[config.mk]
export PLATFORM = sky130hd
export DESIGN_NAME = tes_ram
export DESIGN_NICKNAME = d
export VERILOG_FILES = /design/src/hdl/tes_ram.sv
export SDC_FILE = /design/constraint.sdc
export NUM_CORES = 2
export LEC_CHECK = 0
export BUFFER_PORTS_ARGS = -buffer_cell sky130_fd_sc_hd__buf_2
export CORE_MARGIN = 2
export CORE_UTILIZATION = 55
export CTS_CLUSTER_DIAMETER = 50
export DETAILED_ROUTE_END_ITERATION = 7
export PLACE_DENSITY = 0.71
export RECOVER_POWER = 50
export REMOVE_ABC_BUFFERS = 1
export SYNTH_ARGS = -nofsm -noshare
export SYNTH_HDL_FRONTEND = slang
export SYNTH_SLANG_ARGS = --single-unit
[constraint.sdc]
create_clock -name clk -period 8.2 [get_ports clk]
set_input_delay 0.82 -clock clk [delete_from_list [all_inputs] [get_ports clk]]
set_output_delay 0.82 -clock clk [all_outputs]
set_load 0.005 [all_outputs]
[src/hdl/tes_ram.sv]
`timescale 1ns / 1ps

module tes_ram #(
  parameter int WIDTH = 32,
  parameter int DEPTH = 64
) (
  input  logic                                   clk,
  input  logic                                   we,
  input  logic [(DEPTH > 1 ? $clog2(DEPTH) : 1)-1:0] waddr,
  input  logic [WIDTH-1:0]                       wdata,
  input  logic                                   re,
  input  logic [(DEPTH > 1 ? $clog2(DEPTH) : 1)-1:0] raddr,
  output logic [WIDTH-1:0]                       rdata
);

  logic [WIDTH-1:0] mem [DEPTH];

  always_ff @(posedge clk) begin
    if (we) begin
      mem[waddr] <= wdata;
    end
    if (re) begin
      rdata <= mem[raddr];
    end
  end

endmodule

==> results.sh <==
export IMPL_critPathTopFamily="buffers and inverters"
export IMPL_nNetsFinal=3591
export IMPL_worstSetupPathType="in2reg"
export IMPL_pin_count=79
export IMPL_max_slew_worst_pin_slew_ns=3.46
export IMPL_post_cts_setup_buffer_count=0
export IMPL_ir_worst_vdd_uv=174
export IMPL_leakage_nw=27.3
export IMPL_worst_path_buf_inv=3
export IMPL_regArea_um2=62500
export IMPL_tns_ns=0
export IMPL_min_path_type="reg2reg"
export IMPL_start_kind="input port"
export IMPL_multi_input_area_um2=16000
export IMPL_hold_viol_final=0
export IMPL_ant_nets=0
export IMPL_ys_seq_area_share_pct=79.2
export IMPL_track_usage_pct=26.9
export IMPL_cpPeakStageDelay_ns=0.71
export IMPL_wl_per_cell_um=34.8
export IMPL_die_h_um=383
export IMPL_worst_ep_required_time_ns=8.70
export IMPL_cts_clk_slew_worst_paths_ns=0.06
export IMPL_relSlewSlack_pct=-131
export IMPL_fillerInstances=9363
export IMPL_power_per_cell_area_nw_per_um2=248
export IMPL_wl_um=194000
export IMPL_grt_pass1_vias=37200
export IMPL_worstPathCellList="buf_8 -> buf_4 -> buf_4 -> mux4_2 -> mux4_2 -> o22ai_1 -> nor2_1"
export IMPL_drt_pass1_iter_count=8
export IMPL_gp_congestion=0.832
export IMPL_start_util_pct=55.5
export IMPL_antenna_found_initial=22
export IMPL_path_max_fanout=62
export IMPL_drv_cap=35
export IMPL_cts_resized=0
export IMPL_rsz0062_at_grt="false"
export IMPL_vias=37200
export IMPL_syn_area_per_cell_um2=23.7
export IMPL_pre_cts_ws_ns=3.39
export IMPL_grt_pass1_wl_um=275000
export IMPL_rows=138
export IMPL_synth_seq_cells=2080
export IMPL_root_buffer="clkbuf_16"
export IMPL_cts_buffer_depth=3
export IMPL_syn_area_um2=78800
export IMPL_globalRouteOverflowTotal=0
export IMPL_grt_max_degree=109
export IMPL_syn_instance_count=3324
export IMPL_drc=0
export IMPL_yosysUniqueCellTypes=33
export IMPL_ctsHtreeMaxLevel=4
export IMPL_synth_top_area_share_pct=79.2
export IMPL_synth_area_leaders="edfxtp_1 79%, mux4_2 16%, mux2i_1 1.2%, o22ai_1 0.67%, nor2_1 0.65%"
export IMPL_drive_above_1_share_pct=28.5
export IMPL_cts_tree="done"
export IMPL_yosys_warnings=0
export IMPL_die_w_um=383
export IMPL_fin_ws_ns=4.18
export IMPL_viasPerCell=6.65
export IMPL_synth_largest_area_cell="edfxtp_1"
export IMPL_dieArea_um2=146000
export IMPL_final_max_slew_viol_count=2179
export IMPL_use_met3_pct=6.33
export IMPL_syn_to_final_growth_pct=12.2
export IMPL_dp_hpwl_um=101000
export IMPL_met2_usage_pct=42.8
export IMPL_clock_sinks=2080
export IMPL_postCtsHoldBufs=0
export IMPL_min_period_ns=4.02
export IMPL_worstPathArrival_ns=4.52
export IMPL_clock_latency_ns=0.81
export IMPL_met1_usage_pct=37.5
export IMPL_timing_final_crit_share_pct=49.0
export IMPL_setup_viol=0
export IMPL_status="complete, but fails checks"
export IMPL_design_core_area_um2=142000
export IMPL_io_buffers=78
export IMPL_violations="capacitance limit, slew limit"
export IMPL_drt_iter0_drc=5663
export IMPL_cp_slowest_cell="o22ai_1"
export IMPL_grt_busiest_layer="met2"
export IMPL_numCtsBuffers=200
export IMPL_fmax_ghz=0.249
export IMPL_worst_clock_skew_ns=0.0204
export IMPL_end_kind="flop"
area by class of cell:
type / count / area share [%]
clock inverters: 105 / 1.17
flip-flops and latches: 2080 / 70.6
diodes: 7 / 0.0198
repair buffers: 200 / 1.45
multi-input cells: 1062 / 18.0
clock buffers: 251 / 6.04
well taps: 1890 / 2.67
worst min-delay path: cells and delay by family (launching register included):
family / cells / cell delay [ns]
multiplexers: 1 / 0.06
flip-flops: 1 / 0.32
AO/OA/AOI/OAI: 1 / 0.08
AND/OR/NAND/NOR: 2 / 0.23
cells in the final DEF (no fill, tap or decap), drive strengths merged, types with 2 or more instances in the layout:
cell type	instances
and2	2
a22oi	12
nor3	7
nand3	5
clkbuf	288
or2	3
nor2b	15
nor2	137
mux2i	93
mux4	544
buf	163
or3	3
nand4	2
inv	5
or3b	5
bufinv	19
o221ai	27
a311oi	8
o32ai	4
a21oi	62
diode	7
nand2b	8
clkinv	67
nand2	26
nand3b	5
a41o	4
and3	4
o22ai	84
clkinvlp	14
edfxtp	2080
where the power goes:
| part | switching, W | internal (W) | total (W) | leakage (nW) |
|---|---|---|---|---|
| clock network | 0.00382 | 0.00520 | 0.00902 | 3.08 |
| registers | 0.0000473 | 0.0118 | 0.0119 | 18.7 |
| logic | 0.000692 | 0.000373 | 0.00106 | 5.51 |
| total | 0.00456 | 0.0174 | 0.0220 | 27.3 |
metrics by stage:
| step | cell area [um^2] | hold WS, ns | total power, W | util [%] | cells |
|---|---|---|---|---|---|
| after detailed placement | 82200 | 0.829 | 0.0131 | 57.9 | 5232 |
| after global routing | 88500 | 0.826 | 0.0225 | 62.3 | 5588 |
| after CTS | 88600 | 0.667 | 0.0220 | 62.4 | 5588 |
| after global placement | 82200 | 0.792 | 0.0131 | 57.9 | 5232 |
| final | 88500 | 0.823 | 0.0220 | 62.3 | 5595 |
| after floorplan | 77900 | 0.750 | 0.0125 | - | 3142 |
metal layers:
layer,vias to the layer above,part of all wire (%)
met4,18,3.1
met1,19900,37
met2,2168,49
met3,337,11
li1,14700,-
met5,-,0.099
logic make-up (layout without fill, tap and decap cells):
kind of cell           Yosys count  after routing  synth area share [%]
and+or+nand+nor                223            223                  1.26
buffers and inverters          182            556                  1.12
other                            0              7                     0
DFF                           2080           2080                  79.2
muxes                          637            637                  16.7
AOI/OAI and AO/OA              202            202                  1.67
worst paths after layout:
kind	slack (ns)	startpoint	end	cells past startpoint
max	4.18	raddr[1]	rdata[27]$_DFFE_PP_	7
min	0.82	mem[28][20]$_DFFE_PP_	rdata[20]$_DFFE_PP_	4
max reg2reg	5.43	mem[55][18]$_DFFE_PP_	rdata[18]$_DFFE_PP_	5
min reg2reg	0.82	mem[28][20]$_DFFE_PP_	rdata[20]$_DFFE_PP_	4
registers in the layout (all words and copies together), names as in the netlist:
name	flops
mem	2048
rdata	32
synthesized netlist by cell type (all sizes together):
library cell  number
o32ai              4
nand4b             1
and2               2
and3               4
nand3b             5
nand3              5
a41o               4
nor2             137
mux2i             93
a311oi             8
or3                3
mux4             544
edfxtp          2080
nand4              2
a31oi              1
nand2b             8
clkbuf            74
a22oi             12
o22ai             84
or3b               5
a21oi             62
buf              108
nand2             26
o221ai            27
nor2b             15
or2                3
nor3               7
No activity file was read; power rests on OpenSTA's default activity.
