## config.mk

```make
export PLATFORM = sky130hd
export DESIGN_NAME = tes_update
export DESIGN_NICKNAME = d
export VERILOG_FILES = /design/src/hdl/tes_pkg.sv /design/src/hdl/tes_update.sv
export SDC_FILE = /design/constraint.sdc
export NUM_CORES = 1
export LEC_CHECK = 0
export ABC_AREA = 1
export BUFFER_PORTS_ARGS = -buffer_cell sky130_fd_sc_hd__clkbuf_2
export CAP_MARGIN = 5
export CELL_PAD_IN_SITES_DETAIL_PLACEMENT = 1
export CELL_PAD_IN_SITES_GLOBAL_PLACEMENT = 2
export CORE_AREA = 2 2 626 628
export DETAILED_ROUTE_END_ITERATION = 12
export DIE_AREA = 0 0 628 630
export PLACE_DENSITY = 0.31
export SLEW_MARGIN = 10
export SYNTH_ARGS = -nofsm -noshare
export SYNTH_HDL_FRONTEND = slang
export SYNTH_SLANG_ARGS = --single-unit
```

## constraint.sdc

```tcl
create_clock -name vclk -period 3.9
set_input_delay 0.39 -clock vclk [all_inputs]
set_output_delay 0.39 -clock vclk [all_outputs]
set_load 0.03 [all_outputs]
```

## src/hdl/tes_pkg.sv

```systemverilog
`timescale 1ns / 1ps

package tes_pkg;

  typedef logic [3:0]  ev_idx_t;
  typedef logic [15:0][31:0] ev_row_t;
  typedef logic [3:0][63:0]  wt_row_t;

  typedef enum logic [1:0] {
    ST_IDLE,
    ST_EXEC,
    ST_AGG,
    ST_DONE
  } state_t;

  localparam logic [1:0] CMD_RECORD = 2'd0;
  localparam logic [1:0] CMD_READ   = 2'd1;
  localparam logic [1:0] CMD_AGG    = 2'd2;

  localparam logic [2:0] OP_DMISS   = 3'd0;
  localparam logic [2:0] OP_IMISS   = 3'd1;
  localparam logic [2:0] OP_EVICT   = 3'd2;
  localparam logic [2:0] OP_WFI     = 3'd3;
  localparam logic [2:0] OP_WAITFOR = 3'd4;
  localparam logic [2:0] OP_WAIT    = 3'd5;
  localparam logic [2:0] OP_ATOMIC  = 3'd6;
  localparam logic [2:0] OP_BAD     = 3'd7;

  localparam logic [1:0] CLS_LD_NX = 2'd0;
  localparam logic [1:0] CLS_ST_NX = 2'd1;
  localparam logic [1:0] CLS_LD_EX = 2'd2;
  localparam logic [1:0] CLS_ST_EX = 2'd3;

  localparam ev_idx_t EV_RECORDS = 4'd0;
  localparam ev_idx_t EV_DMISS   = 4'd1;
  localparam ev_idx_t EV_IMISS   = 4'd2;
  localparam ev_idx_t EV_EVICT   = 4'd3;
  localparam ev_idx_t EV_WFI     = 4'd4;
  localparam ev_idx_t EV_WAITFOR = 4'd5;
  localparam ev_idx_t EV_WAIT    = 4'd6;
  localparam ev_idx_t EV_ATOMIC  = 4'd7;
  localparam ev_idx_t EV_LD_EX   = 4'd8;
  localparam ev_idx_t EV_LD_NX   = 4'd9;
  localparam ev_idx_t EV_ST_EX   = 4'd10;
  localparam ev_idx_t EV_ST_NX   = 4'd11;
  localparam ev_idx_t EV_LOAD    = 4'd12;
  localparam ev_idx_t EV_STORE   = 4'd13;
  localparam ev_idx_t EV_EXCL    = 4'd14;
  localparam ev_idx_t EV_NONEXCL = 4'd15;

  localparam logic [4:0] SEL_WAIT_BASE = 5'd16;
  localparam logic [4:0] SEL_LIMIT     = 5'd20;

  localparam logic [6:0] SOURCES_IN_USE_RST = 7'd64;

  function automatic logic [63:0] counter_pick(ev_row_t ev, wt_row_t wt, logic [4:0] sel);
    logic [63:0] v;
    v = '0;
    if (sel < SEL_WAIT_BASE) begin
      v = {32'b0, ev[sel[3:0]]};
    end else if (sel < SEL_LIMIT) begin
      v = wt[sel[1:0]];
    end
    return v;
  endfunction

endpackage

```

## src/hdl/tes_update.sv

```systemverilog
`timescale 1ns / 1ps

module tes_update (
  input  logic [63:0]      word,
  input  tes_pkg::ev_row_t ev_row,
  input  tes_pkg::wt_row_t wt_row,
  output tes_pkg::ev_row_t ev_new,
  output tes_pkg::wt_row_t wt_new,
  output logic             bad
);

  logic [63:0] t;
  logic [2:0]  op;
  logic [1:0]  cls;
  logic [15:0] inc;
  logic [31:0] c;
  logic [7:0]  c8;
  logic [5:0]  c6;
  logic [3:0]  c4;

  always_comb begin
    for (int i = 0; i < 8; i++) begin
      t[8*i +: 8] = word[8*(7-i) +: 8];
    end
  end

  assign op  = t[2:0];
  assign cls = t[4:3];
  assign c   = t[39:8];
  assign c8  = (c[7:0] == 8'd0) ? 8'd1 : c[7:0];
  assign c6  = (c8[5:0] == 6'd0) ? 6'd1 : c8[5:0];
  assign c4  = (c6[3:0] == 4'd0) ? 4'd1 : c6[3:0];
  assign bad = (op == tes_pkg::OP_BAD);

  always_comb begin
    inc = '0;
    inc[tes_pkg::EV_RECORDS] = 1'b1;
    case (op)
      tes_pkg::OP_DMISS, tes_pkg::OP_IMISS: begin
        inc[(op == tes_pkg::OP_DMISS) ? tes_pkg::EV_DMISS : tes_pkg::EV_IMISS] = 1'b1;
        case (cls)
          tes_pkg::CLS_LD_NX: inc[tes_pkg::EV_LD_NX] = 1'b1;
          tes_pkg::CLS_ST_NX: inc[tes_pkg::EV_ST_NX] = 1'b1;
          tes_pkg::CLS_LD_EX: inc[tes_pkg::EV_LD_EX] = 1'b1;
          default:            inc[tes_pkg::EV_ST_EX] = 1'b1;
        endcase
        inc[cls[0] ? tes_pkg::EV_STORE : tes_pkg::EV_LOAD]    = 1'b1;
        inc[cls[1] ? tes_pkg::EV_EXCL  : tes_pkg::EV_NONEXCL] = 1'b1;
      end
      tes_pkg::OP_EVICT:   inc[tes_pkg::EV_EVICT]   = 1'b1;
      tes_pkg::OP_WFI:     inc[tes_pkg::EV_WFI]     = 1'b1;
      tes_pkg::OP_WAITFOR: inc[tes_pkg::EV_WAITFOR] = 1'b1;
      tes_pkg::OP_WAIT:    inc[tes_pkg::EV_WAIT]    = 1'b1;
      tes_pkg::OP_ATOMIC:  inc[tes_pkg::EV_ATOMIC]  = 1'b1;
      default: ;
    endcase
  end

  always_comb begin
    for (int k = 0; k < 16; k++) begin
      ev_new[k] = ev_row[k] + {31'b0, inc[k]};
    end
    wt_new = wt_row;
    if (op == tes_pkg::OP_WAIT) begin
      wt_new[0] = wt_row[0] + {32'b0, c};
      wt_new[1] = wt_row[1] + {56'b0, c8};
      wt_new[2] = wt_row[2] + {58'b0, c6};
      wt_new[3] = wt_row[3] + {60'b0, c4};
    end
  end

endmodule

```

==> metrics.txt <==
Slew @ Worst Pin=746 ps; Seq cells=0; row count=229; Die Wd=628 um; Hold Path Depth=3; Max Freq=271 MHz; Worst setup SP type=primary input; worst vdd ir=0.0417 mV; hpwl dp=300 mm; max-slew violation count=0; largest net degree at the start of global routing=66; synthesized area=24000 sq um; Most common cell on crit path=nor3_2; final hold vios=0; Die Ht=630 um; via count=39200; Via density=3.31; kind of critical path=in -> out; final wirelength=314 mm; post-route setup slack=209 ps; RSZ-0062 raised after global routing=yes; fillers=48100; vias in the first global route=41800; register area=0 sq um; CP endpoint kind=output port; post-synth top area share=24.2%; Leakage=0.0202 uW; CP max stage cell=xor2_2; Top-Level Pins=1601; critical path peak fanout=7; residual DRC count=0; warnings from Yosys=0; WP data required=3510 ps; Mean Syn Cell Area=5.11 sq um; Power Density=114 nW/um^2; worst min-delay path category=in -> out; fin nets=7518; Tcrit/Tclk final=94.6%; WP data arrival=3300 ps; Netlist cell types=48; Cells after Synth=4692; status=finished clean; Slowest Stage Delay on Critical Path=260 ps; crit path cell chain=clkbuf_2 -> nor3_2 -> or2_4 -> inv_2 -> buf_12 -> nor3_2 -> buf_4 -> ha_2 -> ha_1 -> nand3_2 -> inv_1 -> nand4_1 -> nor2_2 -> nand2_2 -> nor2_4 -> nand3_1 -> xor2_2 -> clkbuf_8; Synthesized Nets=5609; GP Congestion=0.898; routed len/inst=26.5 um; Final setup viols=0; Max-Slew Margin vs Limit=49.8%; sequential area share after synthesis=0%; CTS Hold Bufs=0; cell accounting for the most synthesized area=nand2_1; iteration count of the initial detailed-routing pass=5; IO Port Bufs=1574; total grt overflow=0; Post-Place Setup Slack=-895 ps; initial antenna violation count=173; total power=4820 uW; layout cell share with drive strength beyond 1=32.5%; max_cap viols=0; die area=396000 sq um; 1st-iter DRT viols=1585; Core Util, Final=10.9%; ranking of synthesized cells by area=nand2_1 24%, xor2_1 14%, inv_1 10%; Core ar.=388000 sq um; Routed Antenna Nets=0; Area growth syn-to-layout=75.9%; Initial Utilization=6.18%; global-route wire length before repair=409 mm; CLK BUF=0; crit path time final=3690 ps; Total GRT Usage=15.1%
-- power by group --
group          leakage, uW  internal, uW  switching, uW
Clock          0.000000158      0.000881              0
Sequential               0             0              0
Combinational       0.0202          1360           3460
Total               0.0202          1360           3460
-- critical path: cells and delay by family --
family / cells / cell delay, ps
xor+xnor: 1 / 260
fa+ha+maj: 2 / 420
buf+inv: 6 / 800
simple gates: 9 / 1380
-- timing repair --
action / in CTS / in global routing
setup endpoints to repair: 58 / 58
gates resized for setup: 37 / 39
pin swaps: 10 / 7
setup buffers: 6 / 1
-- metal layers --
metal	share of wire, %	routed length (um)	vias up	GRT usage (%)
li1	-	-	18700	-
met1	38	119000	18900	16.3
met2	55	173000	1142	30.5
met3	4.9	15400	330	2.97
met4	1.9	6010	60	1.88
met5	0.12	387	-	0
-- cell usage after synthesis (48+ instances only) --
master	instances
nand2_1	1544
inv_1	660
nor2_1	588
xor2_1	372
nand3_1	328
xnor2_1	249
nor3_1	247
nand4_1	198
ha_1	81
nor4_1	54
o21ai_0	49
nor2_2	48
-- layout by cell type, fill, tap and decap left out, types with 4 or more instances in the layout --
master,Yosys,final
inv_1,660,658
xnor2_1,249,246
nand4_1,198,198
fa_1,4,4
xor2_1,372,364
nor2_1,588,579
buf_2,13,5
a21oi_1,31,31
nor3_2,19,24
nand2_2,21,23
and2_1,5,5
nand3b_1,27,27
or2_2,14,12
nor3b_1,7,7
nor2_4,12,17
clkbuf_4,0,7
a31oi_1,4,4
nor4_2,8,8
nand3_2,15,18
nor4_1,54,54
inv_2,12,14
buf_4,0,359
buf_12,0,60
clkbuf_2,0,1506
o21ai_0,49,49
nor3_4,4,5
nand2_1,1544,1542
nor3_1,247,241
ha_1,81,77
and3_1,11,11
nand3_1,328,325
xor2_2,0,7
diode_2,0,25
nor2_2,48,52
o21ai_1,17,17
or2_1,4,4
-- final cells by class --
| class | count | area (sq um) | area share (%) |
|---|---|---|---|
| multi-input combinational | 3983 | 21500 | 51.0 |
| inverter | 675 | 2540 | 6.01 |
| tap | 5197 | 6500 | 15.4 |
| timing repair buffer | 1941 | 11600 | 27.4 |
| antenna | 25 | 62.6 | 0.148 |
-- final timing paths --
| check | start | endpoint |
|---|---|---|
| max | word[57] | ev_new[314] |
| min | wt_row[255] | wt_new[255] |
-- metrics by stage --
stage	hold WS [ps]	std cells	area (sq um)	setup TNS (ps)
floorplan	905	4692	24000	0
global placement	1100	11800	41800	-14870
detailed placement	1100	11800	41800	-16760
CTS	1100	11800	42000	0
global route	1120	11800	42200	-13.5
finish	1100	11800	42200	0
-- cells by family after synthesis --
| group | count (synthesis) | synth area share (%) |
|---|---|---|
| compound gates | 107 | 2.33 |
| fa+ha+maj | 85 | 4.56 |
| xor+xnor | 621 | 22.7 |
| simple gates | 3170 | 59.2 |
| buf+inv | 709 | 11.2 |
No activity file was read; power rests on OpenSTA's default activity.
